`src/soft_clip_foldback_distortion_macros.svh`:
```
// assertion macros shared by the distortion block
`ifndef SOFT_CLIP_FOLDBACK_DISTORTION_MACROS_SVH
`define SOFT_CLIP_FOLDBACK_DISTORTION_MACROS_SVH

// clocked assertion, quiet while reset is high
`define SCFD_ASSERT(label, prop, msg) \
  label: assert property (@(posedge clk) disable iff (rst) prop) else $error(msg);

// implication form built on the one above
`define SCFD_ASSERT_IMP(label, cond, expr, msg) \
  `SCFD_ASSERT(label, (cond) |-> (expr), msg)

`endif

```
`src/scfd_pkg.sv`:
```
package scfd_pkg;

  // sample format
  localparam int SAMPLE_BITS = 24;
  localparam int FRAC_BITS   = SAMPLE_BITS - 1;
  localparam int THR_BITS    = FRAC_BITS;

  // remainder unit works on the dividend with its two low bits split off
  localparam int DIV_STEPS  = FRAC_BITS - 2;
  // input, square, series, halve, fold test, divider, fold arithmetic, output
  localparam int NUM_STAGES = DIV_STEPS + 7;

  // register file
  localparam int ADDR_BITS = 3;
  localparam int DATA_BITS = 32;
  localparam logic REG_FOLD_THRESHOLD = 1'b0;

  // threshold after reset: 0.125
  localparam logic [THR_BITS-1:0] THR_RESET = THR_BITS'(1) << (FRAC_BITS - 3);

  // rounding bias for x*x
  localparam logic [2*SAMPLE_BITS-1:0] ROUND_Q = (2*SAMPLE_BITS)'(1) << (FRAC_BITS - 1);

  typedef logic signed [SAMPLE_BITS-1:0] sample_t;

endpackage

```
`src/soft_clip_foldback_distortion.sv`:
```
// channel   direction  handshake                   payload
// sample    in         sample_valid / sample_stall sample_in
// result    out        result_valid / result_stall sample_out, folded
// config    in         apb (psel, penable, pwrite) fold_threshold at byte 0
//
// one request per cycle while sample_stall is low
// the remainder for the fold is a restoring divider, one quotient bit a stage
// reset is synchronous, clears valid bits and sets the threshold register to THR_RESET
// a stall on the result side holds the last stage; earlier stages keep
// moving until they fill, so empty slots close up before input is stalled
module soft_clip_foldback_distortion
  import scfd_pkg::*;
(
  input  logic                 clk,
  input  logic                 rst,
  input  logic                 psel,
  input  logic                 penable,
  input  logic                 pwrite,
  input  logic [ADDR_BITS-1:0] paddr,
  input  logic [DATA_BITS-1:0] pwdata,
  output logic [DATA_BITS-1:0] prdata,
  output logic                 pready,
  input  logic                 sample_valid,
  output logic                 sample_stall,
  input  sample_t              sample_in,
  output logic                 result_valid,
  input  logic                 result_stall,
  output sample_t              sample_out,
  output logic                 folded
);

  `include "soft_clip_foldback_distortion_macros.svh"

  localparam int W = SAMPLE_BITS;
  localparam int F = FRAC_BITS;

  // configuration register
  logic [THR_BITS-1:0] fold_threshold;
  logic                cfg_write;

  assign pready    = 1'b1;
  assign cfg_write = psel && penable && pwrite && pready;

  always_ff @(posedge clk) begin
    if (rst) begin
      fold_threshold <= THR_RESET;
    end else if (cfg_write && paddr[2] == REG_FOLD_THRESHOLD) begin
      fold_threshold <= pwdata[THR_BITS-1:0];
    end
  end

  always_comb begin
    prdata = '0;
    if (paddr[2] == REG_FOLD_THRESHOLD) begin
      prdata = DATA_BITS'(fold_threshold);
    end
  end

  // stage enables: a stage holds only when it and every later stage are full
  logic [NUM_STAGES-1:0] v;
  logic [NUM_STAGES-1:0] en;
  logic                  accept;

  for (genvar i = 0; i < NUM_STAGES; i++) begin : g_en
    assign en[i] = !result_stall || !(&v[NUM_STAGES-1:i]);
  end

  assign sample_stall = !en[0];
  assign accept       = sample_valid && en[0];

  // valid bits travel with the data
  always_ff @(posedge clk) begin
    if (rst) begin
      v <= '0;
    end else begin
      for (int i = 0; i < NUM_STAGES; i++) begin
        if (en[i]) begin
          v[i] <= (i == 0) ? accept : v[(i == 0) ? 0 : i - 1];
        end
      end
    end
  end

  // stage 1: input register
  sample_t x1;

  always_ff @(posedge clk) begin
    if (en[0]) begin
      x1 <= sample_in;
    end
  end

  // stage 2: square of the magnitude
  sample_t           x2;
  logic [W-1:0]      mag1;
  logic [2*W-1:0]    q2;

  assign mag1 = x1[W-1] ? (~x1 + W'(1)) : x1;

  always_ff @(posedge clk) begin
    if (en[1]) begin
      x2 <= x1;
      q2 <= mag1 * mag1;
    end
  end

  // stage 3: x -/+ x*x with round half up
  logic [2*W-1:0]     q_rnd;
  logic [W-1:0]       t2;
  logic signed [W:0]  s2;
  logic signed [W:0]  s3;

  assign q_rnd = q2 + ROUND_Q;
  assign t2    = q_rnd[F +: W];

  always_comb begin
    if (x2 > 0) begin
      s2 = $signed({x2[W-1], x2}) - $signed({1'b0, t2});
    end else begin
      s2 = $signed({x2[W-1], x2}) + $signed({1'b0, t2});
    end
  end

  always_ff @(posedge clk) begin
    if (en[2]) begin
      s3 <= s2;
    end
  end

  // stage 4: halve, round half up
  logic signed [W:0] s3_inc;
  sample_t           y4;

  assign s3_inc = s3 + (W+1)'(1);

  always_ff @(posedge clk) begin
    if (en[3]) begin
      y4 <= s3_inc[W:1];
    end
  end

  // stage 5: threshold test and dividend for the fold
  // |y-T| mod 4T is 4*((|y-T|>>2) mod T) plus the two low bits
  logic signed [W:0]     y4_x;
  logic signed [W:0]     thr_x;
  logic signed [W:0]     d4;
  logic [W:0]            dmag4;
  logic                  fold4;

  logic [THR_BITS-1:0]   dv_rem  [DIV_STEPS+1];
  logic [DIV_STEPS-1:0]  dv_dvd  [DIV_STEPS+1];
  sample_t               dv_y    [DIV_STEPS+1];
  logic                  dv_fold [DIV_STEPS+1];
  logic [1:0]            dv_low  [DIV_STEPS+1];

  assign y4_x  = {y4[W-1], y4};
  assign thr_x = $signed({2'b00, fold_threshold});
  assign fold4 = (y4_x > thr_x) || (y4_x < -thr_x);
  assign d4    = y4_x - thr_x;
  assign dmag4 = d4[W] ? (~d4 + (W+1)'(1)) : d4;

  always_ff @(posedge clk) begin
    if (en[4]) begin
      dv_rem[0]  <= '0;
      dv_dvd[0]  <= dmag4[DIV_STEPS+1:2];
      dv_low[0]  <= dmag4[1:0];
      dv_y[0]    <= y4;
      dv_fold[0] <= fold4;
    end
  end

  // restoring divider for the remainder, one dividend bit a stage
  for (genvar k = 0; k < DIV_STEPS; k++) begin : g_div
    logic [THR_BITS:0]   trial;
    logic [THR_BITS:0]   trial_sub;
    logic                take;

    assign trial     = {dv_rem[k], dv_dvd[k][DIV_STEPS-1]};
    assign trial_sub = trial - {1'b0, fold_threshold};
    assign take      = trial >= {1'b0, fold_threshold};

    always_ff @(posedge clk) begin
      if (en[5+k]) begin
        dv_rem[k+1]  <= take ? trial_sub[THR_BITS-1:0] : trial[THR_BITS-1:0];
        dv_dvd[k+1]  <= {dv_dvd[k][DIV_STEPS-2:0], 1'b0};
        dv_low[k+1]  <= dv_low[k];
        dv_y[k+1]    <= dv_y[k];
        dv_fold[k+1] <= dv_fold[k];
      end
    end
  end

  // fold arithmetic: e = |a - 2T|
  localparam int PS = DIV_STEPS + 5;

  logic [F+1:0]        fa;
  logic signed [F+2:0] fdiff;
  logic [F+2:0]        fabs;
  logic [F:0]          e6;
  sample_t             y6;
  logic                fold6;

  assign fa    = {dv_rem[DIV_STEPS], dv_low[DIV_STEPS]};
  assign fdiff = $signed({1'b0, fa}) - $signed({2'b00, fold_threshold, 1'b0});
  assign fabs  = fdiff[F+2] ? (~fdiff + (F+3)'(1)) : fdiff;

  always_ff @(posedge clk) begin
    if (en[PS]) begin
      e6    <= fabs[F:0];
      y6    <= dv_y[DIV_STEPS];
      fold6 <= dv_fold[DIV_STEPS];
    end
  end

  // output register: the clipped value when not folded, else e - T, or zero for a zero threshold
  logic signed [W:0] eo6;

  assign eo6 = $signed({1'b0, e6}) - $signed({2'b00, fold_threshold});

  always_ff @(posedge clk) begin
    if (en[PS+1]) begin
      folded <= fold6;
      if (!fold6) begin
        sample_out <= y6;
      end else if (fold_threshold == '0) begin
        sample_out <= '0;
      end else begin
        sample_out <= eo6[W-1:0];
      end
    end
  end

  assign result_valid = v[NUM_STAGES-1];

  // checks
  logic signed [W:0] out_x;

  assign out_x = {sample_out[W-1], sample_out};

  `SCFD_ASSERT_IMP(a_out_in_band, result_valid,
                   (out_x <= thr_x) && (out_x >= -thr_x), "result outside threshold band")
  `SCFD_ASSERT_IMP(a_stall_cause, sample_stall,
                   result_valid && result_stall, "input stalled without output back pressure")
  `SCFD_ASSERT_IMP(a_valid_source, $rose(result_valid),
                   $past(v[NUM_STAGES-2]), "result valid without a request behind it")
  `SCFD_ASSERT_IMP(a_hold_full, result_valid && result_stall && (&v),
                   sample_stall, "full pipe took a request under back pressure")

endmodule

```
`config.mk`:
```
export PLATFORM = sky130hd
export DESIGN_NAME = soft_clip_foldback_distortion
export DESIGN_NICKNAME = d
export VERILOG_FILES = /design/src/scfd_pkg.sv /design/src/soft_clip_foldback_distortion.sv
export VERILOG_INCLUDE_DIRS = /design/src /design/src/src
export SDC_FILE = /design/constraint.sdc
export NUM_CORES = 2
export LEC_CHECK = 0
export BUFFER_PORTS_ARGS = -buffer_cell sky130_fd_sc_hd__buf_2
export CORE_ASPECT_RATIO = 0.8
export CORE_MARGIN = 4
export CORE_UTILIZATION = 24
export CTS_CLUSTER_DIAMETER = 60
export DETAILED_ROUTE_END_ITERATION = 7
export HOLD_SLACK_MARGIN = 0.08
export SETUP_SLACK_MARGIN = 0.3
export SLEW_MARGIN = 10
export SYNTH_ARGS = -nofsm -noshare
export SYNTH_HDL_FRONTEND = slang
export SYNTH_SLANG_ARGS = --single-unit
```
`constraint.sdc`:
```
create_clock -name clk -period 9.88 [get_ports clk]
set_input_delay 0.988 -clock clk [delete_from_list [all_inputs] [get_ports clk]]
set_output_delay 0.988 -clock clk [all_outputs]
set_load 0.05 [all_outputs]
```
### After elaboration in Yosys (flattened, before gate mapping)

Memories as Yosys holds them, arrays and structs flattened. A register that Yosys moved wholly into a read port is not among the register bits.
Cells that the tools add are included.

| cells by class | value |
|---|---|
| $add $sub $neg | 32 |
| multipliers | 1 |
| order comparisons | 24 |
| mux-type cells | 72 |
| bitwise logic cells | 4 |
| reduce and logical (&&, ||, !) cells | 91 |

Operators with widths:

| kind | count |
|---|---|
| 23-bit two-way mux | 23 |
| 24-bit by 23-bit greater-or-equal comparator with 1-bit output | 21 |
| 23-bit subtractor | 21 |
| 24-bit two-way mux | 4 |
| 24-bit by 2-bit adder with 24-bit output (second input constant) | 2 |
| 24-bit inverter | 2 |
| 47-bit by 23-bit adder with 47-bit output (second input constant) | 1 |
| 24-bit by 24-bit multiplier with 47-bit output | 1 |
| 1-bit two-way mux | 44 |
| 1-bit logical NOT | 30 |
| 1-bit logical OR | 29 |
| 28-bit AND reduction | 1 |
| 27-bit AND reduction | 1 |
| 26-bit AND reduction | 1 |
| 25-bit by 24-bit subtractor with 26-bit output | 1 |
| 24-bit by 25-bit adder with 25-bit output | 1 |
| 25-bit by 2-bit adder with 25-bit output (second input constant) | 1 |
| 24-bit by 25-bit less-than comparator with 1-bit output | 1 |
| 25-bit two-way mux | 1 |
| 23-bit negator with 25-bit output | 1 |
| 25-bit AND reduction | 1 |
| 24-bit by 24-bit subtractor with 25-bit output | 1 |
| 24-bit by 25-bit subtractor with 25-bit output | 1 |
| 24-bit by 1-bit > comparator with 1-bit output (second input constant) | 1 |
| other kinds (30) | 33 |

| word-level totals | value |
|---|---|
| flip-flop bits (word level) | 244 |
| RAM bits | 1562 |
| input port bits | 66 |
| logic and storage cells | 266 |
| memories | 5 |

Memories:

| memory | depth | bits a word | rd ports | clocked after memory_dff | wr ports | line | source |
|---|---|---|---|---|---|---|---|
| dv_y | 22 | 24 | 22 | 1 | 22 | soft_clip_foldback_distortion.sv:152 | `sample_t dv_y [DIV_STEPS+1];` |
| dv_rem | 22 | 23 | 22 | 0 | 22 | soft_clip_foldback_distortion.sv:150 | `logic [THR_BITS-1:0] dv_rem [DIV_STEPS+1];` |
| dv_dvd | 22 | 21 | 21 | 0 | 22 | soft_clip_foldback_distortion.sv:151 | `logic [DIV_STEPS-1:0] dv_dvd [DIV_STEPS+1];` |
| dv_low | 22 | 2 | 22 | 0 | 22 | soft_clip_foldback_distortion.sv:154 | `logic [1:0] dv_low [DIV_STEPS+1];` |
| dv_fold | 22 | 1 | 22 | 1 | 22 | soft_clip_foldback_distortion.sv:153 | `logic dv_fold [DIV_STEPS+1];` |

### Longest topological paths before layout

| logic depth | value |
|---|---|
| depth after elaboration | 5 |
| gate-level depth with buffers | 38 |

### Worst setup path after synthesis

OpenSTA, ideal clock, no wires.

| path | value |
|---|---|
| path kind | flip-flop to flip-flop |
| start | register x1[0] |
| end | register q2[46] (data pin) |
| library setup time | 259 ps |
| data arrival time | 9354 ps |
| required time | 9621 ps |
| setup slack | 267 ps |
| cell stages (with the launch flop) | 37 |
| clock period less this slack | 9613 ps |
| cell sequence | edfxtp_1 > clkbuf_1 > inv_1 > clkbuf_1 > ha_1 > nand2_1 > or3_1 > or2_2 > nand2b_1 > or4_1 > o21ai_1 > xor2_1 > clkbuf_1 > nor2_1 > fa_1 > fa_1 > inv_1 > fa_1 > inv_1 > fa_1 > fa_1 > inv_1 > fa_1 > inv_1 > fa_1 > ha_1 > and3_1 > and3_1 > a22oi_1 > o22ai_1 > o311ai_1 > o21ai_0 > and4_1 > nor3_1 > o21ai_0 > a21oi_1 > xnor2_1 |

| between the ends | value |
|---|---|
| longest elaborated chain between the ends | 4 |

RTL lines:

| element | line | source |
|---|---|---|
| from (decl) | soft_clip_foldback_distortion.sv:85 | `sample_t x1;` |
| from (signal assigned) | soft_clip_foldback_distortion.sv:89 | `x1 <= sample_in;` |
| 24-bit inverter | soft_clip_foldback_distortion.sv:98 | `assign mag1 = x1[W-1] ? (~x1 + W'(1)) : x1;` |
| 24-bit by 2-bit adder with 24-bit output | soft_clip_foldback_distortion.sv:98 |  |
| 24-bit two-way mux (*) | soft_clip_foldback_distortion.sv:98 |  |
| 24-bit by 24-bit multiplier with 47-bit output (*) | soft_clip_foldback_distortion.sv:103 | `q2 <= mag1 * mag1;` |
| to (signal assigned) | soft_clip_foldback_distortion.sv:103 |  |
| to (decl) | soft_clip_foldback_distortion.sv:96 | `logic [2*W-1:0] q2;` |

Mark *: on every way between the ends. The rest lies on a longest branch, timed or not.
A chain may end at the register's enable or synchronous reset.

### Worst setup path after layout

| path | value |
|---|---|
| start | register x1[8] |
| end | register q2[38] (data pin) |

Same word-level chain as after synthesis.

==> metrics.yaml <==
global_routing:
  grt_pass1_wl_um: 355000
  grt_overflow: 0
  antenna_found_initial: 10
  grt_pass1_vias: 59500
  grt_max_degree: 71
  grt_use_total_pct: 10.9
placed_design:
  port_buffers: 104
  gp_congestion: 0.883
  dp_slack_ns: 0.0905
  dp_hpwl_um: 172000
yosys:
  syn-instance-count: 8254
  ys_ff_latch: 1555
  yosysMostFrequentCell: "edfxtp_1"
  synth_edf_count: 1504
  yosys_most_used_dff: "edfxtp_1"
  yosys-top-cells-count: "edfxtp_1, inv_1, ha_1"
  synth_cell_types: 97
  synth.top_cell.area_share_pct: 46.9
  syn-cell-area_um2: 96400
  synth_area_leaders: "edfxtp_1, ha_1, fa_1"
  netlist.top_cell.by_area: "edfxtp_1"
  synth-async-reset-ratio_pct: 0
  synth_area_per_cell_um2: 11.7
  ys_seq_area_share_pct: 47.9
  ys_warn_count: 0
die:
  pin_count: 126
  core_area_um2: 399000
  row_count: 207
  start_util_pct: 24.2
  die_w_um: 717
  die_h_um: 575
  dieArea_um2: 412000
critical_path:
  arrival_ns: 9.76
  r2r_setup_slack_ns: 0.61
  worstSetupPathType: "flip-flop to flip-flop"
  start_kind: "flip-flop"
  slowest_delay_ns: 0.57
  cp.required_ns: 10.37
  cpMaxStageDelayCell: "or4_4"
  endpoint_kind: "flip-flop"
  crit_fanout: 6
  cp_common_cell: "fa_1"
cts:
  cts_root_buf: "clkbuf_16"
  cts_htree_levels: 4
  ctsHoldBuffers: 0
  cts_tree: "built"
  clkTransAtPathRegs_ns: 0.06
  insertion_delay_ns: 0.86
  cts.sinks: 1555
  cts_buffer_depth: 4
  numCtsBuffers: 172
timing:
  period_minus_slack_ns: 9.27
  tns_ns: 0
  drv_slew: 0
  hold_viol_final: 0
  setup_viol: 0
  fmax_ghz: 0.108
  tightest_slew_ns: 1.20
  rsz0062_at_grt: "no"
  slew_headroom_pct: 19.8
  layout_setup_ws_ns: 0.607
  finalClockSkew_ns: 0.113
  period_share_pct: 93.9
run_status:
  outcome: "finished, final reports clean"
routing:
  wl_per_cell_um: 16.4
  drt-initial-drc-count: 4861
  via_count: 61700
  routed_via_density: 4.40
  wirelength_um: 230000
  drtPass1Iterations: 5
  drc_errors: 0
  antenna_left: 0
worst_hold_path:
  hp-class: "flip-flop to flip-flop"
final_layout:
  fill_cells: 41200
  nets: 9825
  syn_to_final_growth_pct: 14.3
  drive_gt1_share_pct: 10.2
flow_run:
  drv_cap: 0
worst paths after layout:
| path | startpoint | end | cells after the start |
|---|---|---|---|
| min | dv_dvd[0][66] | dv_dvd[1][4] | 0 |
| max | x1[8] | q2[38] | 36 |
| min reg2reg | dv_dvd[0][66] | dv_dvd[1][4] | 0 |
| max reg2reg | x1[8] | q2[38] | 36 |
cell type report:
class	count	area (um^2)	share of cell area, %
clock buffer	202	4480	4.07
multi-input combinational	5749	47000	42.6
tap	5329	6670	6.05
sequential	1555	46200	41.9
inverter	810	3050	2.76
antenna	3	7.51	0.00681
clock inverter	103	991	0.899
timing repair buffer	269	1820	1.65
state kept, by name (all words and copies together), names as in the netlist, 24 cells and up:
register,count
dv_dvd,231
sample_out,24
x1,24
y6,24
x2,24
y4,24
s3,25
dv_y,528
e6,24
dv_rem,483
dv_low,44
q2,25
v,28
metrics by stage:
stage,utilization (%),std cells,area [um^2],hold WS (ns)
3_5_place_dp,26.1,13700,104000,0.405
2_1_floorplan,-,8281,96500,0.400
5_1_grt,27.6,14000,110000,0.337
4_1_cts,27.5,14000,110000,0.316
6_report,27.6,14000,110000,0.356
3_3_place_gp,26.1,13700,104000,0.400
worst max-delay path, delay by kind of cell (launching register included):
family | cells | cell delay [ns]
flip-flops | 1 | 0.50
XOR/XNOR | 2 | 0.38
buffers and inverters | 9 | 0.80
adder cells (fa/ha/maj) | 8 | 3.64
AND/OR/NAND/NOR | 9 | 2.26
AO/OA/AOI/OAI | 8 | 1.38
kinds of logic after synthesis:
group / after synthesis / share of synthesized area (%)
adders and majority gates: 1202 / 19.1
and+or+nand+nor: 1930 / 9.29
AOI/OAI and AO/OA: 1700 / 11.1
xor gates and xnor gates: 634 / 5.78
muxes: 254 / 2.93
buffers and inverters: 977 / 3.88
other: 2 / 0.00779
DFF: 1555 / 47.9
metal layers:
metal  global-route usage (%)  wire, um  vias to the layer above
li1                         -         -                    30200
met1                     16.1    112000                    29800
met2                     16.4     98200                     1481
met3                     2.21     15200                      251
met4                     2.05      4060                        6
met5                        0        41                        -
placed cells by master, fill, tap and decap left out, types with 123 or more instances in the layout:
cell type / synthesis / final
clkbuf_16: 0 / 175
nand2_1: 578 / 564
ha_1: 748 / 742
o21ai_0: 353 / 348
a21o_1: 249 / 249
buf_4: 12 / 159
nor2_1: 615 / 607
fa_1: 454 / 452
mux2_2: 205 / 205
edfxtp_1: 1504 / 1504
xor2_1: 194 / 191
inv_1: 793 / 755
xnor2_1: 438 / 437
nand3_1: 128 / 125
a21oi_1: 536 / 532
nor3_1: 126 / 123
repair_timing:
item                       in CTS  in global routing
setup endpoints to repair       8                 14
pin swaps                       0                 26
buffers inserted                1                 10
gates resized for setup         3                 65
Power is not shown: default switching activity piles up to over one toggle a cycle in this logic, so the estimate is an artifact.
